<file path="config.mk">
export PLATFORM = sky130hd
export DESIGN_NAME = vigenere_cipher_92_symbol_flat
export DESIGN_NICKNAME = d
export VERILOG_FILES = /design/src/rtl/vig_pkg.sv /design/src/rtl/vig_if.sv /design/src/rtl/vig_cfg.sv /design/src/rtl/vig_xform.sv /design/src/rtl/vigenere_cipher_92_symbol.sv /design/src/flat_wrapper.sv
export SDC_FILE = /design/constraint.sdc
export NUM_CORES = 1
export LEC_CHECK = 0
export BUFFER_PORTS_ARGS = -buffer_cell sky130_fd_sc_hd__buf_2
export CORE_ASPECT_RATIO = 1.25
export CORE_MARGIN = 3
export CORE_UTILIZATION = 60
export DETAILED_ROUTE_END_ITERATION = 6
export PLACE_DENSITY_LB_ADDON = 0.25
export SYNTH_ARGS = -nofsm -noshare
export SYNTH_HDL_FRONTEND = slang
export SYNTH_SLANG_ARGS = --single-unit
</file>
<file path="constraint.sdc">
create_clock -name clk -period 21 [get_ports clk]
set_input_delay 4.2 -clock clk [delete_from_list [all_inputs] [get_ports clk]]
set_output_delay 4.2 -clock clk [all_outputs]
set_load 0.01 [all_outputs]
</file>
<file path="src/rtl/vig_pkg.sv">
// shared types, constants and alphabet lookup functions for the 92-symbol vigenere cipher
package vig_pkg;

    localparam int KEY_MAX     = 32;
    localparam int KEY_POS_W   = $clog2(KEY_MAX);
    localparam int KEY_LEN_W   = 6;
    localparam int SYMBOLS     = 92;
    localparam int SYM_IDX_W   = 7;
    localparam int KEY_WORDS   = 4;
    localparam int APB_ADDR_W  = 6;
    localparam int APB_DATA_W  = 64;
    localparam int REG_SEL_W   = 3;
    localparam int SPECIALS    = 30;
    localparam int SPECIAL_W   = 5;

    localparam logic [7:0] CHAR_NL = 8'h0A;
    localparam logic [7:0] CHAR_CR = 8'h0D;

    // register map, one 64-bit slot each
    typedef enum logic [REG_SEL_W-1:0] {
        REG_MODE    = 3'd0,
        REG_KEY_LEN = 3'd1,
        REG_KEY0    = 3'd2,
        REG_KEY1    = 3'd3,
        REG_KEY2    = 3'd4,
        REG_KEY3    = 3'd5
    } vig_reg_t;

    // cipher direction
    typedef enum logic {
        MODE_ENCRYPT = 1'b0,
        MODE_DECRYPT = 1'b1
    } vig_mode_t;

    // configuration as seen by the datapath
    typedef struct packed {
        vig_mode_t                  mode;
        logic [KEY_LEN_W-1:0]       key_len;
        logic [KEY_MAX-1:0][7:0]    key_chars;
    } vig_cfg_t;

    typedef struct packed {
        logic                   found;
        logic [SYM_IDX_W-1:0]   idx;
    } sym_lookup_t;

    // punctuation tail of the alphabet, indexes 62 to 91
    localparam logic [7:0] SPECIAL_CHARS [SPECIALS] = '{
        8'h21, 8'h23, 8'h24, 8'h26, 8'h27, 8'h28, 8'h29, 8'h2A, 8'h2B, 8'h2C,
        8'h2D, 8'h2E, 8'h2F, 8'h3A, 8'h3B, 8'h3C, 8'h3D, 8'h3E, 8'h3F, 8'h40,
        8'h5B, 8'h5D, 8'h5E, 8'h5F, 8'h60, 8'h7B, 8'h20, 8'h7D, 8'h7E, 8'h7C
    };

    localparam int SPECIAL_BASE = 62;

    // byte to alphabet index
    function automatic sym_lookup_t symbol_index(input logic [7:0] b);
        sym_lookup_t r;
        logic [7:0]  t;
        r.found = 1'b0;
        r.idx   = '0;
        t       = '0;
        if (b >= 8'h41 && b <= 8'h5A)
        begin
            t       = b - 8'd65;
            r.found = 1'b1;
            r.idx   = t[SYM_IDX_W-1:0];
        end
        else if (b >= 8'h61 && b <= 8'h7A)
        begin
            t       = b - 8'd71;
            r.found = 1'b1;
            r.idx   = t[SYM_IDX_W-1:0];
        end
        else if (b >= 8'h30 && b <= 8'h39)
        begin
            t       = b + 8'd4;
            r.found = 1'b1;
            r.idx   = t[SYM_IDX_W-1:0];
        end
        else
        begin
            for (int i = 0; i < SPECIALS; i++)
            begin
                if (SPECIAL_CHARS[i] == b)
                begin
                    r.found = 1'b1;
                    r.idx   = SYM_IDX_W'(SPECIAL_BASE + i);
                end
            end
        end
        return r;
    endfunction

    // alphabet index to byte
    function automatic logic [7:0] symbol_char(input logic [SYM_IDX_W-1:0] idx);
        logic [7:0] r;
        logic [7:0] off;
        off = {1'b0, idx} - 8'(SPECIAL_BASE);
        if (idx < SYM_IDX_W'(26))
            r = {1'b0, idx} + 8'd65;
        else if (idx < SYM_IDX_W'(52))
            r = {1'b0, idx} + 8'd71;
        else if (idx < SYM_IDX_W'(SPECIAL_BASE))
            r = {1'b0, idx} - 8'd4;
        else if (idx < SYM_IDX_W'(SYMBOLS))
            r = SPECIAL_CHARS[off[SPECIAL_W-1:0]];
        else
            r = '0;
        return r;
    endfunction

endpackage

</file>
<file path="src/rtl/vig_if.sv">
// request channel interfaces for cipher input and output bytes
interface vig_in_if;
    logic       valid;
    logic       ready;
    logic [7:0] in_byte;
    logic       line_start;

    modport source (output valid, output in_byte, output line_start, input ready);
    modport sink   (input valid, input in_byte, input line_start, output ready);
endinterface

interface vig_out_if;
    logic       valid;
    logic       ready;
    logic [7:0] out_byte;
    logic       passed_through;

    modport source (output valid, output out_byte, output passed_through, input ready);
    modport sink   (input valid, input out_byte, input passed_through, output ready);
endinterface

</file>
<file path="src/rtl/vig_cfg.sv">
// apb register file holding mode, key length and key characters
module vig_cfg
    import vig_pkg::*;
(
    input  logic                    clk,
    input  logic                    rst_n,
    input  logic                    psel,
    input  logic                    penable,
    input  logic                    pwrite,
    input  logic [APB_ADDR_W-1:0]   paddr,
    input  logic [APB_DATA_W-1:0]   pwdata,
    output logic [APB_DATA_W-1:0]   prdata,
    output logic                    pready,
    output vig_cfg_t                cfg
);

    logic                               mode_reg;
    logic [KEY_LEN_W-1:0]               key_len_reg;
    logic [KEY_WORDS-1:0][63:0]         key_reg;
    logic                               wr_en;
    vig_reg_t                           sel;

    assign pready = 1'b1;
    assign wr_en  = psel && penable && pwrite;
    assign sel    = vig_reg_t'(paddr[APB_ADDR_W-1:3]);

    // register writes
    always_ff @(posedge clk or negedge rst_n)
    begin
        if (!rst_n)
        begin
            mode_reg    <= 1'b0;
            key_len_reg <= KEY_LEN_W'(1);
            key_reg     <= '0;
        end
        else if (wr_en)
        begin
            case (sel)
                REG_MODE:    mode_reg    <= pwdata[0];
                REG_KEY_LEN: key_len_reg <= pwdata[KEY_LEN_W-1:0];
                REG_KEY0:    key_reg[0]  <= pwdata;
                REG_KEY1:    key_reg[1]  <= pwdata;
                REG_KEY2:    key_reg[2]  <= pwdata;
                REG_KEY3:    key_reg[3]  <= pwdata;
                default:     ;
            endcase
        end
    end

    // read back
    always_comb
    begin
        case (sel)
            REG_MODE:    prdata = APB_DATA_W'(mode_reg);
            REG_KEY_LEN: prdata = APB_DATA_W'(key_len_reg);
            REG_KEY0:    prdata = key_reg[0];
            REG_KEY1:    prdata = key_reg[1];
            REG_KEY2:    prdata = key_reg[2];
            REG_KEY3:    prdata = key_reg[3];
            default:     prdata = '0;
        endcase
    end

    // clamp key length to 1..KEY_MAX
    always_comb
    begin
        cfg.mode      = vig_mode_t'(mode_reg);
        cfg.key_chars = key_reg;
        if (key_len_reg == '0)
            cfg.key_len = KEY_LEN_W'(1);
        else if (key_len_reg > KEY_LEN_W'(KEY_MAX))
            cfg.key_len = KEY_LEN_W'(KEY_MAX);
        else
            cfg.key_len = key_len_reg;
    end

endmodule

</file>
<file path="src/rtl/vig_xform.sv">
// alphabet lookup and mod-92 shift of one byte against its key character
module vig_xform
    import vig_pkg::*;
(
    input  vig_cfg_t                cfg,
    input  logic [7:0]              in_byte,
    input  logic [KEY_POS_W-1:0]    key_pos,
    output logic [7:0]              out_byte,
    output logic                    passed_through
);

    logic [7:0]             key_char;
    sym_lookup_t            key_look;
    sym_lookup_t            byte_look;
    logic [SYM_IDX_W-1:0]   kidx;
    logic [7:0]             shift;
    logic [7:0]             sum;
    logic [7:0]             wrapped;

    // key character and its index, unknown key chars shift by zero
    assign key_char  = cfg.key_chars[key_pos];
    assign key_look  = symbol_index(key_char);
    assign kidx      = key_look.found ? key_look.idx : '0;
    assign byte_look = symbol_index(in_byte);

    // add or subtract modulo 92
    assign shift   = (cfg.mode == MODE_DECRYPT) ? (8'(SYMBOLS) - {1'b0, kidx}) : {1'b0, kidx};
    assign sum     = {1'b0, byte_look.idx} + shift;
    assign wrapped = (sum >= 8'(SYMBOLS)) ? (sum - 8'(SYMBOLS)) : sum;

    // pass through newline, return and unknown bytes
    always_comb
    begin
        if (in_byte != CHAR_NL && in_byte != CHAR_CR && byte_look.found)
        begin
            out_byte       = symbol_char(wrapped[SYM_IDX_W-1:0]);
            passed_through = 1'b0;
        end
        else
        begin
            out_byte       = in_byte;
            passed_through = 1'b1;
        end
    end

endmodule

</file>
<file path="src/rtl/vigenere_cipher_92_symbol.sv">
// top level: key position tracking, input register, transform and result register
// an accepted input request goes through the input register and then the result register to the output channel
// throughput: one byte per cycle while out_ch.ready stays high, set by the input register feeding the result register
// the ready path is combinational from out_ch.ready through both stages
// reset: rst_n clears mode to encrypt, key length to 1, key bytes and key position to 0
// reset also empties both pipeline stages
module vigenere_cipher_92_symbol
    import vig_pkg::*;
(
    input  logic                    clk,
    input  logic                    rst_n,
    vig_in_if.sink                  in_ch,
    vig_out_if.source               out_ch,
    input  logic                    psel,
    input  logic                    penable,
    input  logic                    pwrite,
    input  logic [APB_ADDR_W-1:0]   paddr,
    input  logic [APB_DATA_W-1:0]   pwdata,
    output logic [APB_DATA_W-1:0]   prdata,
    output logic                    pready
);

    vig_cfg_t               cfg;
    logic [KEY_POS_W-1:0]   key_pos_reg;
    logic [KEY_POS_W-1:0]   key_pos_next;
    logic [KEY_POS_W-1:0]   use_pos;
    logic [KEY_LEN_W-1:0]   pos_inc;

    logic                   s1_valid_reg;
    logic [7:0]             s1_byte_reg;
    logic [KEY_POS_W-1:0]   s1_pos_reg;
    logic                   s2_valid_reg;
    logic [7:0]             s2_byte_reg;
    logic                   s2_passed_reg;

    logic                   in_fire;
    logic                   s1_adv;
    logic [7:0]             x_byte;
    logic                   x_passed;

    vig_cfg u_cfg (
        .clk     (clk),
        .rst_n   (rst_n),
        .psel    (psel),
        .penable (penable),
        .pwrite  (pwrite),
        .paddr   (paddr),
        .pwdata  (pwdata),
        .prdata  (prdata),
        .pready  (pready),
        .cfg     (cfg)
    );

    // handshake: stage 1 moves when the result register is free or drained
    assign s1_adv      = s1_valid_reg && (!s2_valid_reg || out_ch.ready);
    assign in_ch.ready = !s1_valid_reg || s1_adv;
    assign in_fire     = in_ch.valid && in_ch.ready;

    // key position for this byte and for the next one
    assign use_pos = (in_ch.line_start || ({1'b0, key_pos_reg} >= cfg.key_len))
                     ? '0 : key_pos_reg;
    assign pos_inc = {1'b0, use_pos} + KEY_LEN_W'(1);
    assign key_pos_next = (pos_inc >= cfg.key_len || in_ch.in_byte == CHAR_NL)
                          ? '0 : pos_inc[KEY_POS_W-1:0];

    always_ff @(posedge clk or negedge rst_n)
    begin
        if (!rst_n)
            key_pos_reg <= '0;
        else if (in_fire)
            key_pos_reg <= key_pos_next;
    end

    // input register
    always_ff @(posedge clk or negedge rst_n)
    begin
        if (!rst_n)
            s1_valid_reg <= 1'b0;
        else if (in_ch.ready)
            s1_valid_reg <= in_ch.valid;
    end

    always_ff @(posedge clk)
    begin
        if (in_fire)
        begin
            s1_byte_reg <= in_ch.in_byte;
            s1_pos_reg  <= use_pos;
        end
    end

    vig_xform u_xform (
        .cfg            (cfg),
        .in_byte        (s1_byte_reg),
        .key_pos        (s1_pos_reg),
        .out_byte       (x_byte),
        .passed_through (x_passed)
    );

    // result register
    always_ff @(posedge clk or negedge rst_n)
    begin
        if (!rst_n)
            s2_valid_reg <= 1'b0;
        else if (s1_adv)
            s2_valid_reg <= 1'b1;
        else if (out_ch.ready)
            s2_valid_reg <= 1'b0;
    end

    always_ff @(posedge clk)
    begin
        if (s1_adv)
        begin
            s2_byte_reg   <= x_byte;
            s2_passed_reg <= x_passed;
        end
    end

    assign out_ch.valid          = s2_valid_reg;
    assign out_ch.out_byte       = s2_byte_reg;
    assign out_ch.passed_through = s2_passed_reg;

    // a newline always restarts the key
    a_nl_restart: assert property (@(posedge clk) disable iff (!rst_n)
        in_fire && in_ch.in_byte == CHAR_NL |=> key_pos_reg == '0)
        else $error("key position not cleared after newline");

    // a held input stage keeps its byte
    a_s1_hold: assert property (@(posedge clk) disable iff (!rst_n)
        s1_valid_reg && !s1_adv |=> s1_valid_reg && $stable(s1_byte_reg))
        else $error("stalled input stage lost its byte");

    // a transformed result is never a line control byte
    a_no_ctrl_out: assert property (@(posedge clk) disable iff (!rst_n)
        s2_valid_reg && !s2_passed_reg |->
            s2_byte_reg != CHAR_NL && s2_byte_reg != CHAR_CR)
        else $error("cipher produced a line control byte");

    // the key position used for an accepted byte stays below the key length
    a_pos_range: assert property (@(posedge clk) disable iff (!rst_n)
        in_fire |-> {1'b0, use_pos} < cfg.key_len)
        else $error("key position beyond key length");

endmodule

</file>
<file path="src/flat_wrapper.sv">
// flat-port wrapper written by rule: the top's interface ports become plain ports
module vigenere_cipher_92_symbol_flat import vig_pkg::*;
  (clk, rst_n, psel, penable, pwrite, paddr, pwdata, prdata, pready, in_ch_valid, in_ch_in_byte, in_ch_line_start, in_ch_ready, out_ch_valid, out_ch_out_byte, out_ch_passed_through, out_ch_ready);
  vig_in_if in_ch_i ();
  vig_out_if out_ch_i ();
  input  logic clk;
  input  logic rst_n;
  input  logic psel;
  input  logic penable;
  input  logic pwrite;
  input  logic [APB_ADDR_W-1:0] paddr;
  input  logic [APB_DATA_W-1:0] pwdata;
  output logic [APB_DATA_W-1:0] prdata;
  output logic pready;
  input wire logic [$bits(in_ch_i.valid)-1:0] in_ch_valid;
  input wire logic [$bits(in_ch_i.in_byte)-1:0] in_ch_in_byte;
  input wire logic [$bits(in_ch_i.line_start)-1:0] in_ch_line_start;
  output wire logic [$bits(in_ch_i.ready)-1:0] in_ch_ready;
  output wire logic [$bits(out_ch_i.valid)-1:0] out_ch_valid;
  output wire logic [$bits(out_ch_i.out_byte)-1:0] out_ch_out_byte;
  output wire logic [$bits(out_ch_i.passed_through)-1:0] out_ch_passed_through;
  input wire logic [$bits(out_ch_i.ready)-1:0] out_ch_ready;
  assign in_ch_i.valid = in_ch_valid;
  assign in_ch_i.in_byte = in_ch_in_byte;
  assign in_ch_i.line_start = in_ch_line_start;
  assign in_ch_ready = in_ch_i.ready;
  assign out_ch_valid = out_ch_i.valid;
  assign out_ch_out_byte = out_ch_i.out_byte;
  assign out_ch_passed_through = out_ch_i.passed_through;
  assign out_ch_i.ready = out_ch_ready;
  vigenere_cipher_92_symbol u_core (.clk(clk), .rst_n(rst_n), .in_ch(in_ch_i), .out_ch(out_ch_i), .psel(psel), .penable(penable), .pwrite(pwrite), .paddr(paddr), .pwdata(pwdata), .prdata(prdata), .pready(pready));
endmodule
</file>
* Yosys cells after proc, flatten, opt, wreduce, memory -nomap -nowiden
Memories as Yosys holds them, arrays and structs flattened.
Cells that the tools add are included.
** Storage, ports and cells
- Bits in registers :: 292
- Bits of input ports :: 86
- Bits in read-only memories :: 256
- Memories :: 1
** Memories
- (no name shown) :: depth 32, width 8, read ports 1, clocked after Yosys merged registers in 0, wr ports 0, RTL line vig_pkg.sv:107 : r = SPECIAL_CHARS[off[SPECIAL_W-1:0]];
** Cells by class
- Bitwise operators :: 1
- Equal/unequal tests :: 68
- Add/sub/neg operators :: 14
- Magnitude comparators :: 22
- Muxes and demuxes :: 86
- Reductions and logical operators :: 27
** Operators by type and width (count)
- $mux W8 :: 75
- $pmux W64 S6 :: 1
- $eq A6 B8 Y1 const A :: 40
- $eq A7 B8 Y1 const A :: 20
- $bmux W8 S5 :: 1
- $ge A8 B7 Y1 const B :: 5
- $sub A7 B7 Y7 const B :: 5
- $le A8 B7 Y1 const B :: 4
- $add A7 B7 Y8 const B :: 2
- $ge A8 B6 Y1 const B :: 2
- $le A8 B6 Y1 const B :: 2
- $ne A8 B4 Y1 const B :: 2
- $add A7 B3 Y7 const B :: 2
- $lt A7 B6 Y1 const B :: 2
- $mux W7 :: 2
- $logic_and A1 B1 Y1 :: 12
- $mux W6 :: 2
- $reduce_and A2 Y1 :: 6
- $mux W5 :: 2
- $add A7 B8 Y8 :: 1
- $eq A8 B4 Y1 const B :: 1
- $sub A7 B3 Y8 const B :: 1
- $sub A7 B7 Y8 const A :: 1
- $lt A7 B5 Y1 const B :: 1
- other kinds (18) :: 26

* Depth between registers and ports, before layout
- Depth after elaboration :: 52
- Gate-level depth with buffers :: 46
- Gate-level depth less buffers :: 38

* By module
From an unflattened synthesis, not the netlist that was laid out.
** Unflattened totals
- Cells, all modules :: 1791
- Area total of the unflattened synthesis :: 19481.2 µm²
** By module, submodules not included
- vig_cfg :: cells an instance 802, instances 1, area an instance 11793.8 µm²
- vig_xform :: cells an instance 885, instances 1, area an instance 6302.3 µm²
- vigenere_cipher_92_symbol :: cells an instance 104, instances 1, area an instance 1385.1 µm²

* Worst setup path after synthesis
No wires, ideal clock.
- Path type :: in2out
- Start point :: input paddr[3]
- End point :: output prdata[61]
- Arrival time :: 5.587 ns
- Slack :: 11.213 ns
- Required time :: 16.800 ns
- Stages :: 5
- Cell sequence :: clkbuf_1 > clkbuf_1 > clkbuf_1 > mux2i_1 > o22ai_1
** Between the ends
- Word-level cells in the longest chain between the ends :: 2
- Elaborated cells between the ends (all ways) :: 7
- Classes of those cells :: 5 x eq/ne; 1 x mux; 1 x reduce/logical
** RTL lines
- start: declaration :: RTL line flat_wrapper.sv:11 : input logic [APB_ADDR_W-1:0] paddr;
- $eq A3 B3 Y1, or another cell as far along :: RTL line vig_cfg.sv:53 : case (sel)
- $pmux W64 S6 (*) :: RTL line vig_cfg.sv:53
- end: declaration :: RTL line flat_wrapper.sv:13 : output logic [APB_DATA_W-1:0] prdata;
Mark *: on every way between the ends. The rest lies on a longest branch, timed or not.

* Worst setup path after layout
- Start point :: register u_core.s1_pos_reg[1]
- End point :: register u_core.s2_byte_reg[3], in the netlist u_core.out_ch.out_byte[3] (data pin)
** Between the ends
- Word-level cells in the longest chain between the ends :: 52
- Elaborated cells between the ends (all ways) :: 101
- Classes of those cells :: 10 x add/sub; 11 x order compare; 30 x eq/ne; 45 x mux; 1 x bitwise; 3 x reduce/logical; 1 x memory
** RTL lines
- start: declaration :: RTL line vigenere_cipher_92_symbol.sv:31 : logic [KEY_POS_W-1:0] s1_pos_reg;
- start signal: assignment :: RTL line vigenere_cipher_92_symbol.sv:88 : s1_pos_reg <= use_pos;
- $bmux W8 S5 (*) :: RTL line vig_xform.sv:21 : assign key_char = cfg.key_chars[key_pos];
- $mux W8 (implied by the code) (*) :: RTL line vig_xform.sv:21
- $eq A6 B8 Y1 :: RTL line vig_pkg.sv:85 : if (SPECIAL_CHARS[i] == b)
- $mux W8 (30 in series) :: RTL line vig_pkg.sv:85
- $mux W8 :: RTL line vig_pkg.sv:75 : else if (b >= 8'h30 && b <= 8'h39)
- $mux W8 :: RTL line vig_pkg.sv:69 : else if (b >= 8'h61 && b <= 8'h7A)
- $mux W8 (*) :: RTL line vig_pkg.sv:63 : if (b >= 8'h41 && b <= 8'h5A)
- $mux W7 (*) :: RTL line vig_xform.sv:23 : assign kidx = key_look.found ? key_look.idx : '0;
- [7 not listed]
- $mem_v2 Z32 W8
- $mux W8 (implied by the code) (2 in series) :: RTL line vig_pkg.sv:107
- $mux W8 :: RTL line vig_pkg.sv:106 : else if (idx < SYM_IDX_W'(SYMBOLS))
- $mux W8 :: RTL line vig_pkg.sv:104 : else if (idx < SYM_IDX_W'(SPECIAL_BASE))
- $mux W8 :: RTL line vig_pkg.sv:102 : else if (idx < SYM_IDX_W'(52))
- $mux W8 (*) :: RTL line vig_pkg.sv:100 : if (idx < SYM_IDX_W'(26))
- $mux W8 (*) :: RTL line vig_xform.sv:34 : if (in_byte != CHAR_NL && in_byte != CHAR_CR && byte_look.found)
- via u_core.u_xform.out_byte[3] :: RTL line vig_xform.sv:8 : output logic [7:0] out_byte,
- end signal: assignment :: RTL line vigenere_cipher_92_symbol.sv:115 : s2_byte_reg <= x_byte;
- end: declaration :: RTL line vigenere_cipher_92_symbol.sv:33 : logic [7:0] s2_byte_reg;
Mark *: on every way through the listed nets, which the timed path passes. The rest lies on a longest branch. The select of a mux whose other input is x is not followed.
A chain may end at the register's enable or synchronous reset.

==> run_results.csv <==
group,metric,value,unit
critical_path,criticalPathCategory,"reg2reg",
clocking,cts.repair.resized,0,
route,drtAntennaViolNets,0,
finish,final_common_cell,"mux2_2",
grt,grt_max_degree,129,
grt,grt_pass1_vias,14900,
critical_path,cpPeakStageDelay,0.84,ns
timing,fin_crit,12.30,ns
timing,min_period_over_period,58.6,%
route,drtIter0Drc,1135,
synthesis,seq_area_frac_synth,38.7,%
finish,final_area,21000,um^2
floorplanning,dieArea,34100,um^2
finish,nets,1945,
timing,rsz0062_at_grt,"no",
floorplanning,die-width,166,um
clocking,tritoncts,"yes",
critical_path,worstPathArrival,12.59,ns
run,cap_violations,0,
timing,whs,0.502,ns
route,wl_per_cell,22.7,um
grt,antenna_found_initial,8,
synthesis,syn_nets,1852,
clocking,clk_pin_slew,0.07,ns
clocking,clock_sinks,292,
synthesis,syn_avg_cell_area,11.2,um^2
critical_path,cp_max_fo,52,
timing,hold_viol,0,
clocking,htree_num_levels,1,
clocking,cts_root_buffer,"clkbuf_16",
min_path,hp-class,"reg2reg",
placed_design,hpwlAfterDp,34500,um
route,drtPass1Iterations,6,
floorplanning,die_h,206,um
clocking,cts_setup_buffers,0,
timing,final-setup-viol-count,0,
grt,top_usage_layer,"met2",
timing,setup_tns,0,ns
timing,skew,0.0350,ns
clocking,worstSkewPairLatency,0.59,ns
power_and_ir_drop,p_leak,9.42,nW
route,drc_errors,0,
synthesis,synth_warnings,0,
grt,grt_use_met2,51.4,%
finish,area_growth_syn_to_layout,9.76,%
critical_path,crit_path_end_kind,"flip-flop",
run_status,status,"finished, final reports clean",
floorplanning,std_cell_rows,72,
grt,grt-ovfl-total,0,
grt,gr-usage-met1,36.3,%
timing,timing.slew.headroom,29.5,%
synthesis,synthCells,1718,
route,drt-total-wl,50900,um
route,via_per_inst,6.59,
placed_design,place_inst,2185,
power_and_ir_drop,power,2.75,mW
finish,layoutNonFillerInstCount,2245,
placed_design,dp_slack,8.97,ns
grt,grt_util_met3,4.94,%
synthesis,synth_edf_count,22,
finish,drive_gt1_share,32.2,%
timing,max_freq,81.3,MHz
critical_path,start_kind,"flip-flop",
finish,layout_common_cells,"274 x mux2_2, 269 x dfrtp_1, 191 x mux2i_1",
floorplanning,core_area,31300,um^2
timing,fin_ws,8.70,ns
finish,post-route-util,67.3,%
floorplanning,start_util,61.3,%
clocking,cts_buffers,31,
synthesis,synth_seq_cells,292,
power_and_ir_drop,irDropWorstVdd,0.218,mV
placed_design,numPortBuffers,157,
synthesis,ys.flop_type,"dfrtp_1",
grt,grt_usage,29.0,%
synthesis,ys_types,99,
synthesis,async_reset_ff_share,92.5,%
clocking,clk_path_buf_depth,3,
synthesis,netlist_area,19200,um^2
timing,drv_slew,0,
critical_path,cp_slowest_cell,"a21boi_1",
power_and_ir_drop,powerDensity,131,nW/um^2
route,vias,14800,
critical_path,required,21.29,ns
timing,tightest_slew,1.06,ns
floorplanning,io_pins,162,
placed_design,place_area,20100,um^2
placed_design,gp_congestion,0.982,
finish,largest_reg_flops,256,
clocking,ctsHoldBuffers,0,
grt,grt_first_pass_wirelength,80800,um
-- power breakdown --
group | total, mW | leakage (nW) | switching [mW] | internal, mW
clock network | 0.535 | 0.482 | 0.232 | 0.304
logic | 1.44 | 5.27 | 0.839 | 0.597
registers | 0.777 | 3.66 | 0.0907 | 0.686
total | 2.75 | 9.42 | 1.16 | 1.59
-- cells by family after synthesis --
family | Yosys count | share of synthesized area, %
compound gates | 356 | 12.7
flops | 292 | 38.7
buf+inv | 154 | 3.92
simple gates | 320 | 8.50
mux | 509 | 31.1
xor+xnor | 38 | 1.85
other cells | 1 | 0.0196
fa+ha+maj | 48 | 3.17
-- critical path: cells and delay by family (launching register included) --
family	cells	cell delay (ns)
flip-flops	1	0.70
AND/OR/NAND/NOR	8	1.97
XOR/XNOR	2	1.25
multiplexers	1	0.20
adder cells (fa/ha/maj)	5	2.15
AO/OA/AOI/OAI	15	3.76
buffers and inverters	4	1.90
-- cell usage after synthesis, types with 14 or more instances --
cell	instances	area share, %
ha_1	47	3.1
mux2_2	274	16
clkbuf_1	80	1.6
o22ai_1	71	2.3
nor2b_1	15	0.49
o21ai_0	49	1.3
mux2i_1	191	10
nand2_1	87	1.7
nor2_1	77	1.5
and2_1	18	0.59
nand3_1	29	0.76
dfrtp_1	269	35
a21oi_1	62	1.6
xnor2_1	27	1.2
edfxtp_1	22	3.4
nor3_1	14	0.37
inv_1	38	0.74
mux4_2	40	4.7
a22oi_1	39	1.5
a31oi_1	14	0.46
-- per-layer routing --
| layer | vias to the layer above | part of all wire, % |
|---|---|---|
| met1 | 7461 | 40 |
| met4 | 12 | 2.9 |
| li1 | 6701 | - |
| met2 | 516 | 51 |
| met3 | 110 | 6.3 |
| met5 | - | 0.16 |
-- path summary, 6_finish.rpt --
path / startpoint / end / slack (ns) / cells after the start
worst max-delay path: u_core.s1_pos_reg[1]$_DFFE_PP_ / u_core.out_ch.out_byte[3]$_DFFE_PP_ / 8.70 / 35
worst min-delay path: u_core.s1_valid_reg$_DFFE_PN0N_ / u_core.out_ch.valid$_DFFE_PN0P_ / 0.50 / 1
worst max register to register: u_core.s1_pos_reg[1]$_DFFE_PP_ / u_core.out_ch.out_byte[3]$_DFFE_PP_ / 8.70 / 35
worst min register to register: u_core.s1_valid_reg$_DFFE_PN0N_ / u_core.out_ch.valid$_DFFE_PN0P_ / 0.50 / 1
max in group asynchronous: rst_n / u_core.u_cfg.cfg[223]$_DFFE_PN0P_ / 15.66 / 2
min in group asynchronous: rst_n / u_core.u_cfg.cfg[238]$_DFFE_PN0P_ / 3.71 / 1
-- cell type report --
class	count	area, um^2
diodes	4	10.0
inverters	39	146
well taps	407	509
flip-flops and latches	292	7420
repair buffers	175	937
multi-input cells	1272	11000
clock buffers	40	830
fillers	2359	10200
clock inverters	16	150
Note: power is estimated with default switching activity, not from simulation.
